==> config.mk <==
export PLATFORM = sky130hd
export DESIGN_NAME = srcc_ram
export DESIGN_NICKNAME = d
export VERILOG_FILES = /design/src/rtl/srcc_ram.sv
export SDC_FILE = /design/constraint.sdc
export NUM_CORES = 1
export LEC_CHECK = 0
export ABC_AREA = 1
export BUFFER_PORTS_ARGS = -buffer_cell sky130_fd_sc_hd__buf_2
export CAP_MARGIN = 5
export CORE_MARGIN = 4
export CORE_UTILIZATION = 35
export CTS_BUF_LIST = sky130_fd_sc_hd__clkbuf_2 sky130_fd_sc_hd__clkbuf_4 sky130_fd_sc_hd__clkbuf_8
export CTS_CLUSTER_SIZE = 28
export DETAILED_ROUTE_END_ITERATION = 12
export PLACE_DENSITY = 0.58
export SETUP_SLACK_MARGIN = 0.5
export SLEW_MARGIN = 20
export SYNTH_ARGS = -nofsm -noshare
export SYNTH_HDL_FRONTEND = slang
export SYNTH_SLANG_ARGS = --single-unit
export TNS_END_PERCENT = 50
==> constraint.sdc <==
create_clock -name clk_i -period 1 [get_ports clk_i]
set_input_delay 0.05 -clock clk_i [delete_from_list [all_inputs] [get_ports clk_i]]
set_output_delay 0.05 -clock clk_i [all_outputs]
set_load 0.05 [all_outputs]
==> src/rtl/srcc_ram.sv <==
// ----------------------------------------------------------------------------
// srcc_ram
// Generic single-write, single-read RAM with a registered read port.
// ----------------------------------------------------------------------------
module srcc_ram #(
  parameter int unsigned WIDTH  = 8,
  parameter int unsigned DEPTH  = 16,
  parameter int unsigned ADDR_W = (DEPTH > 1) ? $clog2(DEPTH) : 1
) (
  input  logic              clk_i,
  input  logic              we_i,
  input  logic [ADDR_W-1:0] waddr_i,
  input  logic [WIDTH-1:0]  wdata_i,
  input  logic              re_i,
  input  logic [ADDR_W-1:0] raddr_i,
  output logic [WIDTH-1:0]  rdata_o
);

  logic [WIDTH-1:0] mem_q [DEPTH];
  logic [WIDTH-1:0] rdata_q;

  always_ff @(posedge clk_i) begin
    if (we_i) begin
      mem_q[waddr_i] <= wdata_i;
    end
    if (re_i) begin
      rdata_q <= mem_q[raddr_i];
    end
  end

  assign rdata_o = rdata_q;

endmodule

# [Word level (Yosys, flattened, before mapping)]
# Memory sizes are Yosys's and may differ from the RTL's. A register that Yosys moved wholly into a read port is not among the register bits.
# Cells that the tools add are included.
[word_totals] register_bits=0 mem_bits_rw=128 inputBits=19 output_inout_bits=8 elab_cells=3 mem_count=1
[memory_table] memory="mem_q" depth=16 word_bits=8 read_ports=1 rd_clocked_by_memory_dff=1 wr=1 line="19" source="logic [WIDTH-1:0] mem_q [DEPTH];"
[classes] n_mux=2
[ops] cell="$mux W1" n=2

# [Depth between registers and ports, before layout]
# Gate-level depths: netlist of the first run.
[depth] depth_word=2 depth_mapped=8 mapped_depth_nobuf=7

# [Least setup slack after synthesis of the first run]
# No wires, ideal clock.
[synth_path] kind="input to register" startpoint="input port waddr_i[3]" endpoint="memory mem_q[4][0], enable pin" setup_time_ns=0.370 t_arrival_ns=0.631 t_required_ns=0.630 path_slack_ns=-0.001 cell_stages=2 n_path_buf=0 cell_sequence="nand3b_1 -> nor2_1"
[synth_rtl] item="from (decl)" line="12" source="input logic [ADDR_W-1:0] waddr_i,"
[synth_rtl] item="to (decl)" line="19"
# No word-level cell before the write port.

# [Worst setup path after layout of the first run]
[layout_path] startpoint="register rdata_q[2] (netlist: rdata_o[2]) (read register of mem_q)" endpoint="output port rdata_o[2]"
[layout_rtl] item="from (decl)" line="20" source="logic [WIDTH-1:0] rdata_q;"
[layout_rtl] item="to (decl)" line="16" source="output logic [WIDTH-1:0] rdata_o"
# No word-level cell between the ends.

==> results of run 1 <==
cells by family after synthesis:
family,Yosys count
and+or+nand+nor,289
DFF,136
buffers and inverters,126
power groups by stage:
stage / Sequential (mW) / Clock (mW) / Combinational [mW]
floorplan: 6.67 / 0 / 0.469
global placement: 6.58 / 0 / 0.935
detailed placement: 6.58 / 0 / 0.948
CTS: 6.47 / 3.75 / 1.08
global route: 6.47 / 3.98 / 1.24
finish: 6.47 / 3.69 / 1.14
Yosys cell counts:
cell type    n
inv_2        2
nand2_1    173
edfxtp_1   136
nor2_1      17
buf_4        4
buf_2       13
nand3_1     97
nand3b_1     2
inv_1      100
buf_6        6
buf_1        1
how the worst max path moves through the flow:
stage / start / end / depth (start not counted)
after detailed placement: raddr_i[0] / rdata_o[5] / 8
after CTS: rdata_o[3] / rdata_o[3] / 1
final: rdata_o[2] / rdata_o[2] / 1
after global placement: raddr_i[1] / rdata_o[5] / 6
after floorplan: waddr_i[2] / mem_q[10][0] / 2
after global routing: mem_q[1][1] / rdata_o[1] / 6
metal layers:
metal  track usage (%)  part of all wire, %
met1             22.16                   46
met2             24.41                   46
met3             3.214                  5.7
met4             5.710                  2.3
met5                 0                    0
sequential cells by signal, indices dropped and copies added (netlist names):
register and cells:
mem_q 128, rdata_o 8
area by class of cell:
class,instances,share of cell area [%]
sequential,136,55.62
timing repair buffer,57,8.657
clock buffer,17,3.187
inverter,102,5.283
clock inverter,9,0.8862
multi-input combinational,289,22.68
tap,216,3.681
per-stage QoR:
| stage | instance area [um^2] | TNS [ns] | hold WS [ns] | util [%] | cells |
|---|---|---|---|---|---|
| 5_1_grt | 7342 | -1.832 | -0.03395 | 45.56 | 826 |
| 2_1_floorplan | 5909 | 0 | 0.1489 | - | 551 |
| 3_5_place_dp | 6549 | -10.49 | 0.4215 | 40.64 | 798 |
| 3_3_place_gp | 6549 | -8.295 | 0.4274 | 40.64 | 798 |
| 4_1_cts | 7168 | -1.112 | -0.03235 | 44.48 | 824 |
| 6_report | 7342 | -1.020 | -0.01424 | 45.56 | 826 |
repair_timing:
item                                   CTS  global route
endpoints found under the hold margin    8             8
gates resized for setup                 75            38
setup endpoints to repair              141           136
pin swaps                               33            42
setup buffers                            0             2
==> out/results.ini, run 1 <==
[outcome]
outcome = complete, but fails checks
violations = negative hold slack, negative setup slack

[detailed_routing]
first_iter_violations = 380
drt-pass1-iter-count = 5
viasPerCell = 4.870
post_drt_wl_per_cell_um = 17.20
ant_nets = 0
vias = 4023
routed_wl_um = 14210
drc = 0

[yosys]
synth-xor-area-share_pct = 0
syn-cell-area_um2 = 5847
synth_mux_area_share_pct = 0
synth_nets = 570
postSynthAreaPerCell_um2 = 10.61
synth_cells = 551
synthSimpleGateAreaFrac_pct = 20.76
synth_area_leader_cell = edfxtp_1
netlist-cell-type-count = 11
yosysTopAreaCellShare_pct = 69.85
synth_top_family_by_area = simple AND/OR/NAND/NOR gates
ys_seq_area_share_pct = 69.85
synth_fa_ha_area_share_pct = 0
synth_warnings = 0
ys_ff_latch = 136
synth_top_cells_by_area = edfxtp_1 70%, nand2_1 11%, nand3_1 8.3%
synth_compound_area_share_pct = 0

[floorplan]
die_x_um = 137.3
rows = 46
core-area_um2 = 16120
die_area_um2 = 18840
io_pins = 27
die_h_um = 137.3
start_util_pct = 36.28

[worst_setup_path]
critPathMaxFanout = 1
r2r_cells = 6
crit_arrival_ns = 1.05
cp-start-kind = register
crit_family = flip-flops
r2r_end = rdata_o[6]
r2r_setup_slack_ns = -0.09
critPathKind = register to output pin
slowest_stage = edfxtp_1
slowest_delay_ns = 0.44
worst-path-buf-inv = 1
crit_chain = buf_6
r2r-start = mem_q[13][6]
crit_path_end_kind = output pin
worstPathRequired_ns = 0.95

[timing]
fin_hold_ws_ns = -0.01424
hold_viol_final = 8
fin_crit_ns = 1.101
maxSlewViolCount = 0
fmax_mhz = 907.9
rsz0062_at_grt = true
finalWorstSetupSlack_ns = -0.1015
skew_ns = 0.007949
worst_slew_pin_slew_ns = 0.7034
finalCritPeriodShare_pct = 110.1
setup_violations = 16
max_slew_margin_pct = 53.04

[placed_design]
dp.final_hpwl_um = 9114
portBuffers = 26
dp_slack_ns = -0.2604
gp_congestion = 0.8441

[pwr]
p_int_mw = 8.617
pwr-share-seq_pct = 57.3
powerDensity_nw_per_um2 = 1538
p_clk_share_pct = 32.6
power_frac_comb_pct = 10.1
finalPower_mw = 11.29
ir_drop_uv = 795.5
power_leakage_nw = 3.057
switching_power_mw = 2.676
sw_frac_of_total_pct = 23.70

[global_routing]
grt_pass1_vias = 3947
grt-ovfl-total = 0
grt_use_total_pct = 15.79
grt_first_pass_wirelength_um = 21940
antenna_found_initial = 0
grt_max_degree = 39

[hold_path]
min-delay-start = re_i
holdPathStages = 1
worstHoldPathType = primary input to register
min_to = rdata_o[1]

[clocking]
cts_tree = done
path_clk_slew_ns = 0.07
cts-htree-levels = 4
root_buffer = clkbuf_8
cts_inserted_buffers = 17
cts_buffer_depth = 2
insertion_delay_ns = 0.42
cts.sinks = 136

[layout]
final_common_cell = nand2_1
area_growth_pct = 25.57
antennaDiodeCount = 0
multiInputGateArea_um2 = 1665
layout.nets = 622
fillers = 1516
layout-drive-gt1-share_pct = 28.52
final-seq-area_um2 = 4084
final_cell_mix = 160 x nand2_1, 136 x edfxtp_1, 96 x inv_1, 58 x nand3_2, 38 x nand3_1

[flow_run]
drv_cap = 0

No activity file was read; power rests on OpenSTA's default activity.
==> inputs of run 2 (changes only) <==
--- a/config.mk
+++ b/config.mk
@@ -13,7 +13,8 @@
 export CTS_BUF_LIST = sky130_fd_sc_hd__clkbuf_2 sky130_fd_sc_hd__clkbuf_4 sky130_fd_sc_hd__clkbuf_8
 export CTS_CLUSTER_SIZE = 28
 export DETAILED_ROUTE_END_ITERATION = 12
-export PLACE_DENSITY = 0.58
+export GPL_TIMING_DRIVEN = 0
+export PLACE_DENSITY = 0.59
 export SETUP_SLACK_MARGIN = 0.5
 export SLEW_MARGIN = 20
 export SYNTH_ARGS = -nofsm -noshare
==> run 2 against run 1 <==
Compared with the run above:
- the run still ends with negative hold slack, negative setup slack left
- clock power is 7.3% higher
- combinational power up 4%
- fmax down 2.8%
- non-clock buffer count is 3 higher
- worst hold slack worse by 0.056 ns
- worst setup slack worse by 0.032 ns
- sequential share of layout area is essentially flat
- clock skew grew 0.0034 ns
- critical endpoint is now rdata_o[3]
- highest routed layer unchanged
==> out/results.ini, run 2 (same netlist as run 1, synthesis figures left out) <==
[pwr]
ir_drop_uv = 796.4
powerDensity_nw_per_um2 = 1581
power_leakage_nw = 3.033

[placed_design]
dp.final_hpwl_um = 9431
portBuffers = 23
dp_slack_ns = -0.3773
gp_congestion = 0.9126
dp.cells = 790

[clocking]
cts-htree-levels = 4
cts_inserted_buffers = 17
cts.sinks = 136
insertion_delay_ns = 0.45
cts_tree = done
root_buffer = clkbuf_8
path_clk_slew_ns = 0.08
cts_buffer_depth = 2

[floorplan]
core-area_um2 = 16120
die_x_um = 137.3
die_h_um = 137.3
rows = 46
die_area_um2 = 18840
io_pins = 27
start_util_pct = 36.28

[detailed_routing]
vias = 3942
ant_nets = 0
drt-pass1-iter-count = 5
post_drt_wl_per_cell_um = 17.51
drc = 0
routed_wl_um = 14590
viasPerCell = 4.732
first_iter_violations = 337

[timing]
setup_violations = 16
max_slew_margin_pct = 63.45
fin_crit_ns = 1.133
skew_ns = 0.01134
finalCritPeriodShare_pct = 113.3
worst_slew_pin_slew_ns = 0.5483
hold_viol_final = 8
tns_ns = -1.062
maxSlewViolCount = 0
fmax_mhz = 882.5
rsz0062_at_grt = true
finalWorstSetupSlack_ns = -0.1331
fin_hold_ws_ns = -0.07072

[layout]
antennaDiodeCount = 0
regMostFlops = mem_q
largest_reg_flops = 128
final_common_cell = nand2_1
layout.nets = 625
area_growth_pct = 25.49
final_cells = 833
final_cell_mix = 146 x nand2_1, 136 x edfxtp_1, 97 x inv_1, 49 x nand3_1, 47 x nand3_2
layout-drive-gt1-share_pct = 29.66

[worst_setup_path]
slowest_delay_ns = 0.37
startpoint = mem_q[6][3]
cp-start-kind = register
worstPathRequired_ns = 1.21
crit_path_end_kind = register
slowest_stage = edfxtp_1
r2r_cells = 6
critPathMaxFanout = 1
r2r_setup_slack_ns = -0.13
crit_chain = inv_1 > nand2_1 > nand3_2 > nand3_1 > nand3_2 > nand2_2
r2r-start = mem_q[6][3]
r2r_end = rdata_o[3]
crit_arrival_ns = 1.34
critPathKind = register to register
cpMostUsedCell = nand3_2

[flow_run]
drv_cap = 0

[global_routing]
grt_max_degree = 17
grt-ovfl-total = 0
grt_first_pass_wirelength_um = 21900
grt_pass1_vias = 3835
grt_use_total_pct = 16.13
antenna_found_initial = 0

[outcome]
violations = negative hold slack, negative setup slack
outcome = complete, but fails checks

[hold_path]
worstHoldPathType = primary input to register
min_to = rdata_o[0]
min-delay-start = re_i
holdPathStages = 1

## run 2: area by class of cell
| cell class | count | area, um^2 |
|---|---|---|
| Fill cell | 1509 | 8778 |
| Sequential cell | 136 | 4084 |
| Multi-Input combinational cell | 289 | 1694 |
| Timing Repair Buffer | 36 | 395.4 |
| Inverter | 102 | 392.9 |
| Tap cell | 216 | 270.3 |
| Clock buffer | 19 | 249.0 |
| Buffer | 24 | 166.4 |
| Clock inverter | 11 | 85.08 |
## run 2: stage by stage
step                utilization, %  cell area, um^2  power, mW
finish                       45.53             7337      11.60
global route                 45.53             7337      12.01
CTS                          44.28             7136      11.57
detailed placement           39.06             6295      7.509
global placement             39.06             6295      7.493
floorplan                        -             5909      7.136
## run 2: worst max path at each step
stage | to | slack, ns | cells after the start
after global routing | rdata_o[3] | -0.16 | 6
final | rdata_o[3] | -0.13 | 6
after global placement | rdata_o[1] | -0.37 | 8
after detailed placement | rdata_o[0] | -0.38 | 8
after CTS | rdata_o[1] | -0.09 | 6
after floorplan | mem_q[10][0] | 0.08 | 2
## run 2: worst max-delay path: cells and delay by family, from the launching register on
kind | cells | cell delay, ns
buffers and inverters | 1 | 0.07
flip-flops | 1 | 0.37
AND/OR/NAND/NOR | 5 | 0.45
## run 2: metal layers
layer / vias to the layer above / GRT usage (%) / share of wire [%]
met2: 131 / 24.22 / 46
met3: 28 / 3.616 / 5.8
li1: 1895 / - / -
met1: 1888 / 22.36 / 46
met5: - / 0 / 0
met4: 0 / 7.428 / 2.9
## run 2: timing repair
item	in CTS	in global routing
pin swaps	30	36
setup buffers	12	1
endpoints found under the setup margin	144	120
endpoints found under the hold margin	8	8
cloned	0	0
gates resized for setup	88	45
## run 2: power breakdown
group | internal, mW | total (mW) | switching, mW | leakage, nW
logic | 0.378 | 1.19 | 0.815 | 1.63
clock network | 1.94 | 3.96 | 2.01 | 0.170
registers | 6.42 | 6.45 | 0.0346 | 1.24
==> inputs of run 3 (changes only) <==
--- a/config.mk
+++ b/config.mk
@@ -9,12 +9,12 @@
 export BUFFER_PORTS_ARGS = -buffer_cell sky130_fd_sc_hd__buf_2
 export CAP_MARGIN = 5
 export CORE_MARGIN = 4
-export CORE_UTILIZATION = 35
+export CORE_UTILIZATION = 55
 export CTS_BUF_LIST = sky130_fd_sc_hd__clkbuf_2 sky130_fd_sc_hd__clkbuf_4 sky130_fd_sc_hd__clkbuf_8
 export CTS_CLUSTER_SIZE = 28
 export DETAILED_ROUTE_END_ITERATION = 12
 export GPL_TIMING_DRIVEN = 0
-export PLACE_DENSITY = 0.59
+export PLACE_DENSITY = 0.82
 export SETUP_SLACK_MARGIN = 0.5
 export SLEW_MARGIN = 20
 export SYNTH_ARGS = -nofsm -noshare
==> run 3 against run 2 <==
Compared with the run above:
- worst hold slack gained 0.0044 ns
- combinational power is essentially flat
- the run still ends with negative hold slack, negative setup slack left
- register-to-register slack is essentially flat
- worst setup slack gained 0.0069 ns
- largest power group unchanged
==> out/results.ini, run 3 (same netlist as run 1, synthesis figures left out) <==
[layout]
layout-drive-gt1-share_pct = 28.39
final_common_cell = nand2_1
stdcell_area_um2 = 7295
antennaDiodeCount = 0
final_cell_mix = 155 x nand2_1, 136 x edfxtp_1, 95 x inv_1, 54 x nand3_1, 42 x nand3_2
layout.nets = 626
fin_util_pct = 70.66
fillers = 706
regMostFlops = mem_q
area_growth_pct = 24.76
largest_reg_flops = 128

[timing]
fin_crit_ns = 1.126
finalCritPeriodShare_pct = 112.6
maxSlewViolCount = 0
setup_violations = 16
fin_hold_ws_ns = -0.06637
finalWorstSetupSlack_ns = -0.1262
fmax_mhz = 887.9
worst_slew_pin_slew_ns = 0.5589
rsz0062_at_grt = true
hold_viol_final = 8
skew_ns = 0.008744
max_slew_margin_pct = 62.74

[clocking]
cts_buffer_depth = 2
cts_inserted_buffers = 17
cts_tree = done
cts.sinks = 136
root_buffer = clkbuf_8
path_clk_slew_ns = 0.08
cts-htree-levels = 4
insertion_delay_ns = 0.44

[outcome]
outcome = complete, but fails checks
violations = negative hold slack, negative setup slack

[worst_setup_path]
cpMostUsedCell = nand2_1
critPathKind = register to register
slowest_stage = edfxtp_1
cp-start-kind = register
crit_path_end_kind = register
slowest_delay_ns = 0.38
worstPathRequired_ns = 1.20
critPathMaxFanout = 1
crit_arrival_ns = 1.33
crit_chain = nand2_1 > nand2_1 > nand2_1 > nand3_1 > nand3_1 > nand2_1

[detailed_routing]
routed_wl_um = 13940
first_iter_violations = 306
drc = 0
viasPerCell = 5.320
ant_nets = 0
vias = 4022
post_drt_wl_per_cell_um = 18.44
drt-pass1-iter-count = 5

[pwr]
p_clk_share_pct = 37.6
powerDensity_nw_per_um2 = 1673
ir_drop_uv = 1081
power_frac_comb_pct = 9.6
pwr-share-seq_pct = 52.8
p_int_mw = 9.259
power_leakage_nw = 3.052
finalPower_mw = 12.21
switching_power_mw = 2.948
sw_frac_of_total_pct = 24.15

[hold_path]
worstHoldPathType = primary input to register

[floorplan]
die_x_um = 111.1
core-area_um2 = 10320
die_area_um2 = 12340
rows = 37
start_util_pct = 56.64
io_pins = 27
die_h_um = 111.1

[placed_design]
portBuffers = 23
dp_slack_ns = -0.4048
gp_congestion = 0.8645
dp.final_hpwl_um = 8944
post_dp_cell_area_um2 = 6195

[global_routing]
grt_max_degree = 17
grt-ovfl-total = 0
grt_pass1_vias = 3925
grt_use_total_pct = 23.47
antenna_found_initial = 0
grt_first_pass_wirelength_um = 21560

[flow_run]
drv_cap = 0

run 3: metal layers:
layer / GRT usage (%) / part of all wire (%)
met5: 0 / 0
met4: 8.759 / 2.7
met3: 4.585 / 8.7
met2: 37.78 / 49
met1: 31.98 / 39
run 3: metrics by stage:
step / instances / TNS, ns / hold WS, ns
2_1_floorplan: 551 / 0 / 0.1489
3_3_place_gp: 710 / -28.61 / 0.3770
3_5_place_dp: 710 / -33.97 / 0.3866
4_1_cts: 751 / -1.079 / -0.07803
5_1_grt: 756 / -1.714 / -0.06545
6_report: 756 / -0.9965 / -0.06637
run 3: worst max-delay path: cells and delay by family, from the launching register on:
kind / cells / cell delay [ns]
AND/OR/NAND/NOR: 6 / 0.51
flip-flops: 1 / 0.38
run 3: worst paths after layout:
check / startpoint / endpoint / slack, ns / cells after the start
min: re_i / rdata_o[2] / -0.07 / 1
min reg2reg: mem_q[1][3] / rdata_o[3] / 0.75 / 6
max: mem_q[13][1] / rdata_o[1] / -0.13 / 6
max reg2reg: mem_q[13][1] / rdata_o[1] / -0.13 / 6
run 3: cell type report:
cell class,count,area (um^2),area share (%)
Clock buffer,17,234.0,3.208
Tap cell,136,170.2,2.333
Multi-Input combinational cell,289,1655,22.69
Buffer,24,166.4,2.281
Clock inverter,15,177.7,2.436
Inverter,102,395.4,5.420
Sequential cell,136,4084,55.99
Timing Repair Buffer,37,411.6,5.643
run 3: what timing repair did:
item | CTS | global route
setup buffers | 9 | 5
pin swaps | 29 | 38
hold endpoints to repair | 16 | 8
endpoints found under the setup margin | 144 | 125
cloned | 0 | 0
gates resized for setup | 78 | 44
run 3: power groups by stage:
stage               Combinational (mW)  Sequential (mW)  Clock [mW]
floorplan                        0.469             6.67           0
global placement                 0.892             6.57           0
detailed placement               0.913             6.57           0
CTS                               1.07             6.45        4.63
global route                      1.25             6.46        4.94
finish                            1.17             6.45        4.59
